$ cat config.mk
export PLATFORM = sky130hd
export DESIGN_NAME = swss_cell
export DESIGN_NICKNAME = d
export VERILOG_FILES = /design/src/sv/shallow_water_surface_step_unit_macros.svh /design/src/sv/swss_pkg.sv /design/src/sv/swss_cell.sv
export SDC_FILE = /design/constraint.sdc
export NUM_CORES = 1
export LEC_CHECK = 0
export ABC_CLOCK_PERIOD_IN_PS = 900
export BUFFER_PORTS_ARGS = -buffer_cell sky130_fd_sc_hd__buf_2
export CORE_AREA = 2 2 89 91
export DETAILED_ROUTE_END_ITERATION = 6
export DIE_AREA = 0 0 91 93
export PLACE_DENSITY = 0.72
export SLEW_MARGIN = 40
export SYNTH_ARGS = -nofsm -noshare
export SYNTH_HDL_FRONTEND = slang
export SYNTH_SLANG_ARGS = --single-unit
$ cat constraint.sdc
create_clock -name clk_i -period 0.9 [get_ports clk_i]
set_clock_uncertainty 0.1 [all_clocks]
set_input_delay 0 -clock clk_i [delete_from_list [all_inputs] [get_ports clk_i]]
set_output_delay 0 -clock clk_i [all_outputs]
set_load 0.05 [all_outputs]
$ cat src/sv/shallow_water_surface_step_unit_macros.svh
// Assertion macros shared by the shallow-water step unit.
// No dependencies; included by the top level, the only module that carries assertions.
`ifndef SHALLOW_WATER_SURFACE_STEP_UNIT_MACROS_SVH
`define SHALLOW_WATER_SURFACE_STEP_UNIT_MACROS_SVH

// Same-cycle implication, disabled while reset is low.
`define SWSS_ASSERT_IMP(label, clk, rstn, ante, cons) \
  label: assert property (@(posedge clk) disable iff (!(rstn)) (ante) |-> (cons)) \
    else $error("swss assertion failed");

// Next-cycle implication, disabled while reset is low.
`define SWSS_ASSERT_NEXT(label, clk, rstn, ante, cons) \
  label: assert property (@(posedge clk) disable iff (!(rstn)) (ante) |=> (cons)) \
    else $error("swss assertion failed");

`endif

$ cat src/sv/swss_pkg.sv
// Shared types and constants of the shallow-water step unit.
// No dependencies; imported by the cell, the update unit and the top level.
package swss_pkg;

  typedef enum logic [1:0] {
    ACT_WRITE_BOTTOM  = 2'd0,
    ACT_WRITE_SURFACE = 2'd1,
    ACT_RUN_STEP      = 2'd2,
    ACT_READ          = 2'd3
  } action_e;

  typedef enum logic {
    CFG_FLUX_GAIN  = 1'b0,
    CFG_ACCEL_GAIN = 1'b1
  } cfg_index_e;

  typedef enum logic {
    UPD_FLUX  = 1'b0,
    UPD_ACCEL = 1'b1
  } upd_kind_e;

  localparam logic [15:0] FLUX_GAIN_RESET  = 16'd64;
  localparam logic [15:0] ACCEL_GAIN_RESET = 16'd128;

  localparam int FLUX_SHIFT  = 20;
  localparam int ACCEL_SHIFT = 8;

  localparam logic signed [15:0] SAT_MAX = 16'sh7fff;
  localparam logic signed [15:0] SAT_MIN = 16'sh8000;
  localparam logic [14:0] DEPTH_MAX = 15'h7fff;

  typedef struct packed {
    logic signed [15:0] surface;
    logic signed [15:0] bottom;
    logic signed [15:0] velocity;
    logic [14:0]        depth;
  } cell_t;

  typedef struct packed {
    logic surface;
    logic bottom;
    logic velocity;
    logic depth;
  } cell_wr_t;

  typedef struct packed {
    logic               valid;
    upd_kind_e          kind;
    logic signed [15:0] value;
  } upd_wb_t;

endpackage

$ cat src/sv/swss_cell.sv
// One column of the rotating ring: surface, bottom, velocity and depth.
// Depends on swss_pkg for the cell and write-control types.
module swss_cell import swss_pkg::*; (
  input  logic               clk_i,
  input  logic               rst_ni,
  input  logic               shift_i,
  input  cell_t              nbr_i,
  input  cell_wr_t           wr_i,
  input  logic signed [15:0] value_i,
  input  logic [14:0]        depth_i,
  output cell_t              cell_o
);

  cell_t              nxt_s;
  logic signed [15:0] surface_q;
  logic signed [15:0] bottom_q;
  logic signed [15:0] velocity_q;
  logic [14:0]        depth_q;

  always_comb begin
    nxt_s = nbr_i;
    if (wr_i.surface) begin
      nxt_s.surface = value_i;
    end
    if (wr_i.bottom) begin
      nxt_s.bottom = value_i;
    end
    if (wr_i.velocity) begin
      nxt_s.velocity = value_i;
    end
    if (wr_i.depth) begin
      nxt_s.depth = depth_i;
    end
  end

  always_ff @(posedge clk_i or negedge rst_ni) begin
    if (!rst_ni) begin
      surface_q  <= '0;
      bottom_q   <= '0;
      velocity_q <= '0;
    end else if (shift_i) begin
      surface_q  <= nxt_s.surface;
      bottom_q   <= nxt_s.bottom;
      velocity_q <= nxt_s.velocity;
    end
  end

  always_ff @(posedge clk_i) begin
    if (shift_i) begin
      depth_q <= nxt_s.depth;
    end
  end

  always_comb begin
    cell_o.surface  = surface_q;
    cell_o.bottom   = bottom_q;
    cell_o.velocity = velocity_q;
    cell_o.depth    = depth_q;
  end

endmodule

==> results of run 1 <==
per-stage QoR:
| stage | instances | util | hold slack, ns | cell area, sq um |
|---|---|---|---|---|
| global route | 597 | 0.727 | -0.136 | 5470 |
| global placement | 498 | 0.523 | -0.0937 | 3940 |
| finish | 597 | 0.727 | -0.125 | 5470 |
| detailed placement | 498 | 0.523 | -0.0923 | 3940 |
| CTS | 596 | 0.707 | -0.149 | 5330 |
| floorplan | 241 | - | -0.396 | 3020 |
report_power, final:
| part | total [mW] | leakage, nW | switching (mW) | internal, mW |
|---|---|---|---|---|
| Clock | 2.04 | 0.0821 | 1.00 | 1.04 |
| Sequential | 3.49 | 0.640 | 0.219 | 3.28 |
| Combinational | 3.16 | 1.81 | 1.79 | 1.37 |
synthesized netlist by cell type:
cell type,instances
sky130_fd_sc_hd__nor2_1,48
sky130_fd_sc_hd__buf_4,1
sky130_fd_sc_hd__buf_6,8
sky130_fd_sc_hd__edfxtp_1,15
sky130_fd_sc_hd__buf_12,3
sky130_fd_sc_hd__mux2_2,5
sky130_fd_sc_hd__buf_2,7
sky130_fd_sc_hd__mux2_4,10
sky130_fd_sc_hd__a21oi_1,48
sky130_fd_sc_hd__dfrtp_1,48
sky130_fd_sc_hd__mux2i_1,48
state kept, by name (all words and copies together) (netlist names):
signal	cells
surface_q	16
bottom_q	16
velocity_q	16
depth_q	15
metal layers:
metal / global-route usage / vias up
met5: 0 / -
met3: 0.0693 / 18
li1: - / 1351
met1: 0.282 / 1325
met4: 0.0922 / 0
met2: 0.441 / 159
worst register-to-register path, stage by stage, from the launching register on:
cell                      delay, ns
sky130_fd_sc_hd__dfrtp_2       0.41
sky130_fd_sc_hd__buf_4         0.14
sky130_fd_sc_hd__nor2_4        0.08
sky130_fd_sc_hd__a21oi_1       0.05
worst paths after layout:
path | cells after the start | start | slack, ns | end
worst max-delay path | 1 | bottom_q[15] | -0.12 | cell_o[46]
worst min-delay path | 2 | nbr_i[4] | -0.13 | depth_q[4]
worst max register to register | 3 | velocity_q[1] | -0.01 | velocity_q[1]
worst min register to register | 2 | bottom_q[7] | 0.44 | bottom_q[7]
max in group asynchronous | 3 | rst_ni | 0.33 | velocity_q[12]
min in group asynchronous | 3 | rst_ni | 0.12 | velocity_q[1]
cell families (layout without fill, tap and decap cells):
logic type | after synthesis | after routing | share of synthesized area
compound gates | 48 | 48 | 0.0814
simple gates | 48 | 48 | 0.0610
mux | 63 | 63 | 0.233
flops | 63 | 63 | 0.560
buf+inv | 19 | 273 | 0.0653
cell type report:
cell class	instances	area (sq um)
flip-flops and latches	63	1710
clock buffers	12	145
well taps	102	128
multi-input cells	159	1190
fillers	487	2060
clock inverters	2	10.0
repair buffers	259	2290
timing repair:
action,4_1_cts,5_1_grt
buffers inserted,0,13
setup endpoints to repair,63,81
hold endpoints to repair,112,8
gates cloned,0,0
pin swaps,0,1
resized for setup,126,32
==> results.md, run 1 <==
Run status:
- The flow ran to the end, but the final reports show violations.
- The checks that failed: hold timing, setup timing.

Final layout:
- The top cell types in the final layout, fill and taps aside, are sky130_fd_sc_hd__buf_2, sky130_fd_sc_hd__dlygate4sd3_1, sky130_fd_sc_hd__buf_6, sky130_fd_sc_hd__dfrtp_2, sky130_fd_sc_hd__mux2i_1.
- The final net count is 593.
- The most frequent standard cell in the layout excluding fill and tap cells is sky130_fd_sc_hd__buf_2.
- The fraction of final layout cells with drive strength greater than 1 is 0.539.
- The layout-stage area growth over the synthesis result is 85.4%.
- The repair_antennas step left the layout with diodes totalling 0.

Worst setup path:
- The critical path goes through buf_6.
- For the worst setup path, the data required time is 0.80 ns.
- The critical path in this run is classified as flip-flop to output pin.
- Among all stages on the critical path, the largest delay is contributed by sky130_fd_sc_hd__dfrtp_2.
- The maximum cell stage delay along the critical path is 0.43 ns.
- The number of buffers and inverters on the critical path is 1.
- The family with the most delay on the worst path is flip-flops.
- STA classifies the critical path startpoint as a flip-flop.
- The worst setup path is captured at an output pin.
- STA puts the critical path data arrival time at 0.92 ns.
- In this run the worst path has a maximum fanout of 2.

Floorplanning:
- In this run the vertical extent of the chip is 93 um.
- The initial core utilization is 0.392.
- The area of the core region is 7530 sq um.
- The die area is 8460 sq um.
- In this run the count of I/O pins placed on the die edge is 164.
- Measured along the x axis, the die boundary spans 91 um.
- The number of placement rows is 32.

Power:
- Power comes to 8.70 mW.
- In this run the power density over the cells is 1590 nW/um^2.
- The maximum vdd ir drop is 0.832 mV.
- The static leakage is 2.54 nW.

Yosys:
- The count of cell types in the netlist is 11.
- Synthesis produced a netlist whose cell count is 241.
- The post-synthesis register bit count is 63.
- The share of synthesized area in the top cell type comes to 0.407.
- The cell type with the highest aggregate area in the netlist is sky130_fd_sc_hd__dfrtp_1.
- The synthesized cell area is 2950 sq um.
- The number of warning messages in the yosys log is 0.
- The part of the Yosys area used for sequential elements is 0.560.
- The number of nets produced by synthesis is 342.
- The average instance area after synthesis is 12.2 sq um.
- Yosys attributes the largest share of cell area to sky130_fd_sc_hd__dfrtp_1, sky130_fd_sc_hd__mux2i_1, sky130_fd_sc_hd__edfxtp_1.

Drt:
- The via count is 2853.
- The wire length on met1 is 4180 um.
- The detailed-route vias per instance is 4.78.
- The sum of routed wire length over all layers is 10500 um.
- The DRC violation count after routing is 0.
- The violation count after the first detailed-routing iteration is 104.
- Summed over all nets, wire length on met3 after detailed routing comes to 843 um.
- The top layer reached by signal wires is met4.
- In the final routed layout, each cell accounts on average for 17.6 um.
- The final antenna-violating net count is 0.
- Detailed routing placed a total of 5270 um of wire on met2.
- The first detailed-routing pass took 4 iterations.

Timing:
- The peak clock frequency supported by timing is 0.983 GHz.
- The number of max-slew violations in the final report is 0.
- Setup total negative slack on the finished layout was measured at -5.88 ns.
- Across all hold checks on the routed design, the worst slack comes to -0.125 ns.
- The worst setup margin is -0.117 ns.
- The smallest clock period supported by the final layout is computed as 1.02 ns.
- Setup repair after global routing could not meet its margin everywhere.
- Setup violations remaining at the end of the flow were counted as 68.
- The final cycle utilization of the critical path is 1.13.
- The number of hold-slack violations in the final timing report is 8.
- The worst max-slew margin expressed relative to the limit is 0.784.
- At the pin with the least slew margin, the transition time is 0.323 ns.

Clock network:
- The clock root buffer is sky130_fd_sc_hd__clkbuf_8.
- The clock transition at the registers of the reported paths is 0.07 ns.
- The clock latency of the later-clocked register in the worst-skew pair is 0.33 ns.
- The number of sinks handled by clock tree synthesis is 63.
- No sink is reached through more buffers than the 2 on the longest clock path.
- Buffers inserted to repair hold after CTS numbered 84.
- CTS built an H-tree with a depth of 3.
- TritonCTS built the clock tree.
- Clock tree synthesis inserted a total of 9 buffers.

Placed design:
- Timing analysis after detailed placement gives a worst setup slack of -0.0790 ns.
- The detailed placement HPWL is 5570 um.
- The number of buffer cells added on primary ports is 163.
- The routability congestion estimate is 0.742.

Worst hold path:
- The tightest min-delay check is of the input pin to flip-flop type.

Global routing:
- The initial antenna violation count is 0.
- For this run, the total global-route usage over all layers was measured as 0.247.
- The largest net degree at the start of global routing is 54.
- The number of global-route vias before repair is 3166.
- The total grt overflow is 0.
- The first global-routing pass estimated 16200 um of wire.

Job:
- Max-cap violations in this run came to 0.
(Power assumes the default switching activity.)
==> run 2: changes to the inputs <==
CORE_AREA = 2 2 112 114   (was 2 2 89 91)
DIE_AREA = 0 0 114 116   (was 0 0 91 93)
PLACE_DENSITY = 0.5   (was 0.72)
RECOVER_POWER = 50   (was not set)
==> run 2 against run 1 <==
- the run still ends with hold timing, setup timing left
- die area grew 56%
- utilization shrank 27 points
- combinational power shrank 6%
==> results.md, run 2 (synthesized netlist as in run 1, its figures left out) <==
Run status:
- The run finished, with violations left.
- The final reports fail on hold timing, setup timing.

Clock network:
- The number of sinks handled by clock tree synthesis is 63 (unchanged).
- The maximum clock insertion buffer count is 2 (unchanged).
- The number of clock buffers inserted by TritonCTS is 9 (unchanged).
- The CTS H-tree depth is 3 (unchanged).
- The clock latency of the later-clocked register in the worst-skew pair came to 0.32 ns (about the same).
- TritonCTS built the clock tree.
- The clock root buffer is sky130_fd_sc_hd__clkbuf_16.
- The clock transition at the registers of the reported paths came to 0.05 ns (-0.02 ns).
- The number of hold buffers added after CTS is 67 (-20%).

Placed design:
- The routability congestion estimate is 0.700 (-5.8%).
- The detailed placement HPWL is 6300 um (+13%).
- The number of buffer cells added on primary ports is 163 (unchanged).
- The area of placed instances is 4040 sq um (+2.6%).

Timing:
- The worst max-slew margin expressed relative to the limit is 0.557 (-0.228).
- Setup repair after global routing could not meet its margin everywhere.
- The transition at the pin with the smallest max-transition slack is 0.665 ns (+0.341 ns).
- The peak clock frequency supported by timing is 0.999 GHz (+1.6%).
- The number of hold-slack violations in the final timing report was 15 (+7).
- The worst-case hold slack is -0.131 ns (-0.00634 ns).
- The worst setup margin is -0.101 ns (+0.0161 ns).
- The number of max-slew violations in the final report is 0 (unchanged).
- The count of final setup violators is 74 (+8.8%).
- The final critical-path required period is 1.00 ns (-0.0161 ns).
- The final cycle utilization of the critical path was 1.11 (-0.0179).

Power:
- The sequential group share of total power was 0.344 (-0.058).
- The logic gate share of total power is 0.295 (-0.069).
- The switching component of the power came to 3.16 mW (+4.8%).
- The internal power component is 6.97 mW (+23%).
- The static leakage is 2.49 nW (-1.9%).
- The power per standard cell area is 1850 nW/um^2 (+17%).
- The post-layout total power is 10.1 mW (+16%).
- The share of total power consumed by net switching is 0.312 (-0.0346).
- The maximum vdd ir drop was 0.745 mV (-11%).
- The portion of total power attributed to the clock network is 0.361 (+0.126).

Worst setup path:
- Grouping stages by cell kind, the critical path spends the most delay in flip-flops.
- The slowest cell on the critical path is sky130_fd_sc_hd__dfrtp_2.
- The critical path class is flip-flop to output pin.
- The maximum cell stage delay along the critical path was 0.42 ns (about the same).
- The required time reported for the critical path endpoint is 0.80 ns (about the same).
- The arrival time of the worst setup path is 0.90 ns (-0.02 ns).
- The type of element launching the critical path is a flip-flop.
- The buffer and inverter count on the worst path is 1 (unchanged).
- The critical path goes through buf_8.
- The worst-path maximum fanout came to 2 (unchanged).
- The type of destination of the critical path is an output pin.

Final layout:
- In the final layout, the registers with the most flip-flops are bottom_q (16), surface_q (16), velocity_q (16).
- The final net count came to 581 (-2.0%).
- The final design instance area without fill is 5460 sq um (-0.16%).
- The fraction of final layout cells with drive strength greater than 1 is 0.528 (-0.0116).
- The top cell types in the final layout, fill and taps aside, are sky130_fd_sc_hd__buf_2, sky130_fd_sc_hd__dlygate4sd3_1, sky130_fd_sc_hd__buf_6, sky130_fd_sc_hd__mux2i_1, sky130_fd_sc_hd__dfrtp_2.
- The number of diodes is 0 (unchanged).
- The area growth from synthesis to layout is 85.1%.
- Leaving out fill and tap cells, the most frequent cell in the layout is sky130_fd_sc_hd__buf_2.

Drt:
- The sum of routed wire length over all layers came to 9400 um (-10%).
- The detailed-route vias per instance is 4.29 (-10%).
- The DRC violation count after routing was 0 (unchanged).
- The violation count after the first detailed-routing iteration came to 74 (-29%).
- The via count was 2711 (-5.0%).
- The number of detailed-route iterations in the first pass came to 4 (unchanged).
- The final antenna-violating net count is 0 (unchanged).
- The routed wire length per instance is 14.9 um (-15%).

Global routing:
- The largest net degree at the start of global routing was 45 (-17%).
- The aggregate global-route resource usage was 0.143 (-0.104).
- The number of global-route vias before repair is 2871 (-9.3%).
- The total grt overflow is 0 (unchanged).
- The initial antenna violation count is 0 (unchanged).
- The global-route wire length before repair is 14300 um (-12%).

Floorplanning:
- The initial core utilization came to 0.248 (-0.144).
- The horizontal die dimension is 114 um (+25%).
- The area of the core region came to 11900 sq um (+58%).
- The number of top-level pins came to 164 (unchanged).
- The die area was 13200 sq um (+56%).
- The vertical die dimension is 116 um (+25%).
- The number of placement rows is 40 (+25%).

Job:
- The max capacitance violation total was 0 (unchanged).

Worst hold path:
- The worst hold path belongs to the class input pin to flip-flop.
-- run 2: what timing repair did --
action	in CTS	in global routing
pin swaps	0	1
endpoints found under the setup margin	63	66
resized for setup	127	15
buffers inserted	1	6
hold endpoints to repair	116	20
-- run 2: cell type report --
type	count	area (sq um)
clock buffers	10	229
clock inverters	6	85.1
fillers	1106	6450
multi-input cells	159	1120
flip-flops and latches	63	1710
well taps	147	184
repair buffers	247	2130
-- run 2: worst reg2reg max path: stages (launching register included) --
cell and delay, ns:
sky130_fd_sc_hd__dfrtp_2 0.41, sky130_fd_sc_hd__buf_4 0.13, sky130_fd_sc_hd__nor2_1 0.08, sky130_fd_sc_hd__a21oi_1 0.05
-- run 2: path summary, 6_finish.rpt --
kind,from,end,slack (ns),cells past startpoint
max in group asynchronous,rst_ni,velocity_q[10],0.14,3
max,surface_q[0],cell_o[47],-0.10,1
min,nbr_i[12],depth_q[12],-0.13,2
min in group asynchronous,rst_ni,velocity_q[3],0.17,3
min reg2reg,velocity_q[7],velocity_q[7],0.44,2
max reg2reg,surface_q[4],surface_q[4],0.01,3
-- run 2: power by group through the flow --
stage | Clock (mW) | Sequential, mW | Combinational [mW]
6_report | 3.66 | 3.49 | 2.98
5_1_grt | 3.90 | 3.53 | 3.15
4_1_cts | 3.77 | 3.49 | 2.95
3_5_place_dp | 0 | 3.46 | 2.36
3_3_place_gp | 0 | 3.45 | 2.34
2_1_floorplan | 0 | 4.51 | 0.558
-- run 2: routing by layer --
metal	global-route usage	vias to the layer above	routed length, um
li1	-	1323	-
met1	0.159	1254	3670
met2	0.253	123	4850
met4	0.0480	0	109
met5	0	-	0
met3	0.0539	11	765
-- run 2: stage by stage --
step                TNS (ns)  instances  setup WS, ns  hold WS [ns]   util
finish                 -5.47        632        -0.101        -0.131  0.459
CTS                    -6.36        628        -0.129        -0.143  0.456
detailed placement    -0.591        544       -0.0664       -0.0931  0.339
global placement      -0.489        544       -0.0539       -0.0827  0.339
floorplan                  0        241       0.00415        -0.396      -
global route           -9.11        632        -0.142        -0.145  0.459
==> run 3: changes to the inputs <==
==> constraint.sdc (replaced) <==
create_clock -name clk_i -period 0.9 [get_ports clk_i]
set_clock_uncertainty 0.1 [all_clocks]
set_input_delay 0.045 -clock clk_i [delete_from_list [all_inputs] [get_ports clk_i]]
set_output_delay 0.045 -clock clk_i [all_outputs]
set_load 0.05 [all_outputs]
==> run 3 against run 2 <==
- the flow still finishes with violations (hold timing, setup timing)
- non-clock buffer count fell by 3
- worst hold slack gained 0.050 ns
- final cell count fell by 0.79%
- design area down 1.2%
- die area is the same
- clock-buffer cell count grew 3
- fmax is 4.5% lower
- routed wire length shrank 1.5%
- first-iteration DRC count fell by 12%
- sequential share of layout area is 0.38 points higher
- via count down 1.8%
- critical endpoint is now cell_o[35]
==> results.md, run 3 (synthesized netlist as in run 1, its figures left out) <==
Final layout:
- The most frequent standard cell in the layout excluding fill and tap cells is sky130_fd_sc_hd__buf_2.
- The total of fill cells in the finished design is 1122 (+1.4%).
- The fraction of final layout cells with drive strength greater than 1 came to 0.533 (+0.00550).
- The number of diodes is 0 (unchanged).
- Compared with the post-synthesis result, the final layout area differs by 82.9%.
- The final net count is 578 (-0.52%).
- The largest registers in the layout are bottom_q (16), surface_q (16), velocity_q (16).
- The multi-input gate area in the final layout is 1130 sq um (+0.89%).
- The register area is 1710 sq um (unchanged).
- In the layout the commonest cells are sky130_fd_sc_hd__buf_2, sky130_fd_sc_hd__dlygate4sd3_1, sky130_fd_sc_hd__buf_6, sky130_fd_sc_hd__mux2i_1, sky130_fd_sc_hd__dfrtp_2.

Power:
- The maximum vdd ir drop is 0.814 mV (+9.2%).
- The internal power component is 6.81 mW (-2.3%).
- The static leakage was 2.47 nW (-0.58%).
- The power per standard cell area is 1830 nW/um^2 (-1.3%).
- The portion of total power attributed to the clock network is 0.347 (-0.014).
- The logic gate share of total power came to 0.300 (+0.005).
- The switching component of the power is 3.07 mW (-2.9%).
- The share of total power consumed by net switching is 0.311 (-0.00139).
- The sequential group share of total power is 0.353 (+0.009).

Global routing:
- The largest net degree at the start of global routing is 51 (+13%).
- The initial antenna violation count is 0 (unchanged).
- The aggregate global-route resource usage is 0.143 (-0.000461).
- The total grt overflow is 0 (unchanged).
- The number of global-route vias before repair came to 2799 (-2.5%).
- The global-route wire length before repair was 14300 um (+0.15%).

Floorplanning:
- The die area was 13200 sq um (unchanged).
- The area of the core region is 11900 sq um (unchanged).
- The horizontal die dimension is 114 um (unchanged).
- The number of top-level pins is 164 (unchanged).
- The vertical die dimension was 116 um (unchanged).
- The initial core utilization came to 0.248 (unchanged).
- The number of placement rows was 40 (unchanged).

Placed design:
- The pre-CTS setup slack came to -0.111 ns (-0.0441 ns).
- The routability congestion estimate is 0.711 (+1.6%).
- The detailed placement HPWL is 6350 um (+0.83%).
- The number of buffer cells added on primary ports was 163 (unchanged).

Drt:
- The sum of routed wire length over all layers is 9250 um (-1.5%).
- The detailed-route vias per instance was 4.24 (-1.1%).
- The violation count after the first detailed-routing iteration is 65 (-12%).
- The via count came to 2661 (-1.8%).
- The DRC violation count after routing is 0 (unchanged).
- The routed wire length per instance was 14.8 um (-0.73%).
- The final antenna-violating net count is 0 (unchanged).
- The number of detailed-route iterations in the first pass is 4 (unchanged).

Worst setup path:
- The worst-path maximum fanout is 2 (unchanged).
- The required time reported for the critical path endpoint is 0.75 ns (-0.05 ns).
- The critical path goes through buf_6.
- The buffer and inverter count on the worst path was 1 (unchanged).
- The arrival time of the worst setup path was 0.90 ns (about the same).
- The maximum cell stage delay along the critical path came to 0.42 ns (about the same).
- The family with the most delay on the worst path is flip-flops.
- The critical path class is flip-flop to output pin.
- The worst setup path is captured at an output pin.
- On the critical path, the stage with the largest delay is an instance of sky130_fd_sc_hd__dfrtp_2.
- STA classifies the critical path startpoint as a flip-flop.

Timing:
- The number of max-slew violations in the final report is 0 (unchanged).
- The final critical-path required period came to 1.05 ns (+0.0468 ns).
- The count of final setup violators is 67 (-9.5%).
- Setup repair after global routing could not meet its margin everywhere.
- The transition at the pin with the smallest max-transition slack came to 0.501 ns (-0.164 ns).
- The worst setup margin came to -0.148 ns (-0.0468 ns).
- The final sum of negative setup slack was -7.88 ns (-2.42 ns).
- The worst-case hold slack came to -0.0816 ns (+0.0498 ns).
- The peak clock frequency supported by timing was 0.954 GHz (-4.5%).
- The worst max-slew margin expressed relative to the limit was 0.666 (+0.109).
- The number of hold-slack violations in the final timing report is 15 (unchanged).
- The final cycle utilization of the critical path is 1.16 (+0.0520).

Clock network:
- The number of clock buffers inserted by TritonCTS was 9 (unchanged).
- The clock transition at the registers of the reported paths is 0.05 ns (about the same).
- TritonCTS built the clock tree.
- The clock latency of the later-clocked register in the worst-skew pair is 0.32 ns (about the same).
- The number of sinks handled by clock tree synthesis was 63 (unchanged).
- The maximum clock insertion buffer count is 2 (unchanged).
- The number of hold buffers added after CTS is 65 (-3.0%).
- The clock root buffer is sky130_fd_sc_hd__clkbuf_16.
- The CTS H-tree depth is 3 (unchanged).

Job:
- The max capacitance violation total was 0 (unchanged).

Worst hold path:
- The worst hold-check path type is input pin to flip-flop.

Run status:
- The run finished, with violations left.
- The final reports fail on hold timing, setup timing.
[run 3: cell count changes in the layout (fill, tap and decap cells not counted), sizes merged]
cell	change
buf	-2
bufinv	-1
clkbuf	+4
clkinv	-2
clkinvlp	-2
dlygate4sd3	-2
[run 3: cell type report]
type	instances	share of cell area
well taps	147	0.0341
flip-flops and latches	63	0.317
clock inverters	1	0.00556
clock buffers	13	0.0482
repair buffers	244	0.386
multi-input cells	159	0.209
[run 3: layer usage]
layer | up-vias | global-route usage | part of all wire
met4 | 0 | 0.0488 | 0.012
met2 | 112 | 0.256 | 0.51
met5 | - | 0 | 0
met3 | 10 | 0.0492 | 0.077
met1 | 1215 | 0.158 | 0.40
li1 | 1324 | - | -
[run 3: path summary, 6_finish.rpt]
path / from / to / slack [ns] / depth (start not counted)
worst max-delay path: bottom_q[4] / cell_o[35] / -0.15 / 1
worst min-delay path: nbr_i[12] / depth_q[12] / -0.08 / 2
worst max register to register: surface_q[3] / surface_q[3] / -0.01 / 3
worst min register to register: velocity_q[11] / velocity_q[11] / 0.44 / 2
max in group asynchronous: rst_ni / surface_q[6] / 0.10 / 3
min in group asynchronous: rst_ni / bottom_q[4] / 0.22 / 3
[run 3: power by group through the flow]
stage / Sequential [mW] / Clock [mW] / Combinational, mW
global placement: 3.45 / 0 / 2.34
global route: 3.53 / 3.65 / 3.13
detailed placement: 3.46 / 0 / 2.36
floorplan: 4.51 / 0 / 0.559
finish: 3.49 / 3.43 / 2.96
CTS: 3.49 / 3.55 / 2.94
[run 3: through the flow]
step / instance area [sq um] / total power, mW / util / instances
detailed placement: 4040 / 5.82 / 0.339 / 546
floorplan: 3020 / 5.07 / - / 241
global placement: 4040 / 5.79 / 0.339 / 546
global route: 5400 / 10.3 / 0.453 / 627
finish: 5400 / 9.88 / 0.453 / 627
CTS: 5370 / 9.98 / 0.451 / 625
[run 3: what timing repair did]
item,4_1_cts,5_1_grt
cloned,0,0
buffers inserted,0,6
gates resized for setup,126,14
setup endpoints to repair,63,71
hold endpoints to repair,111,15
pin swaps,0,6
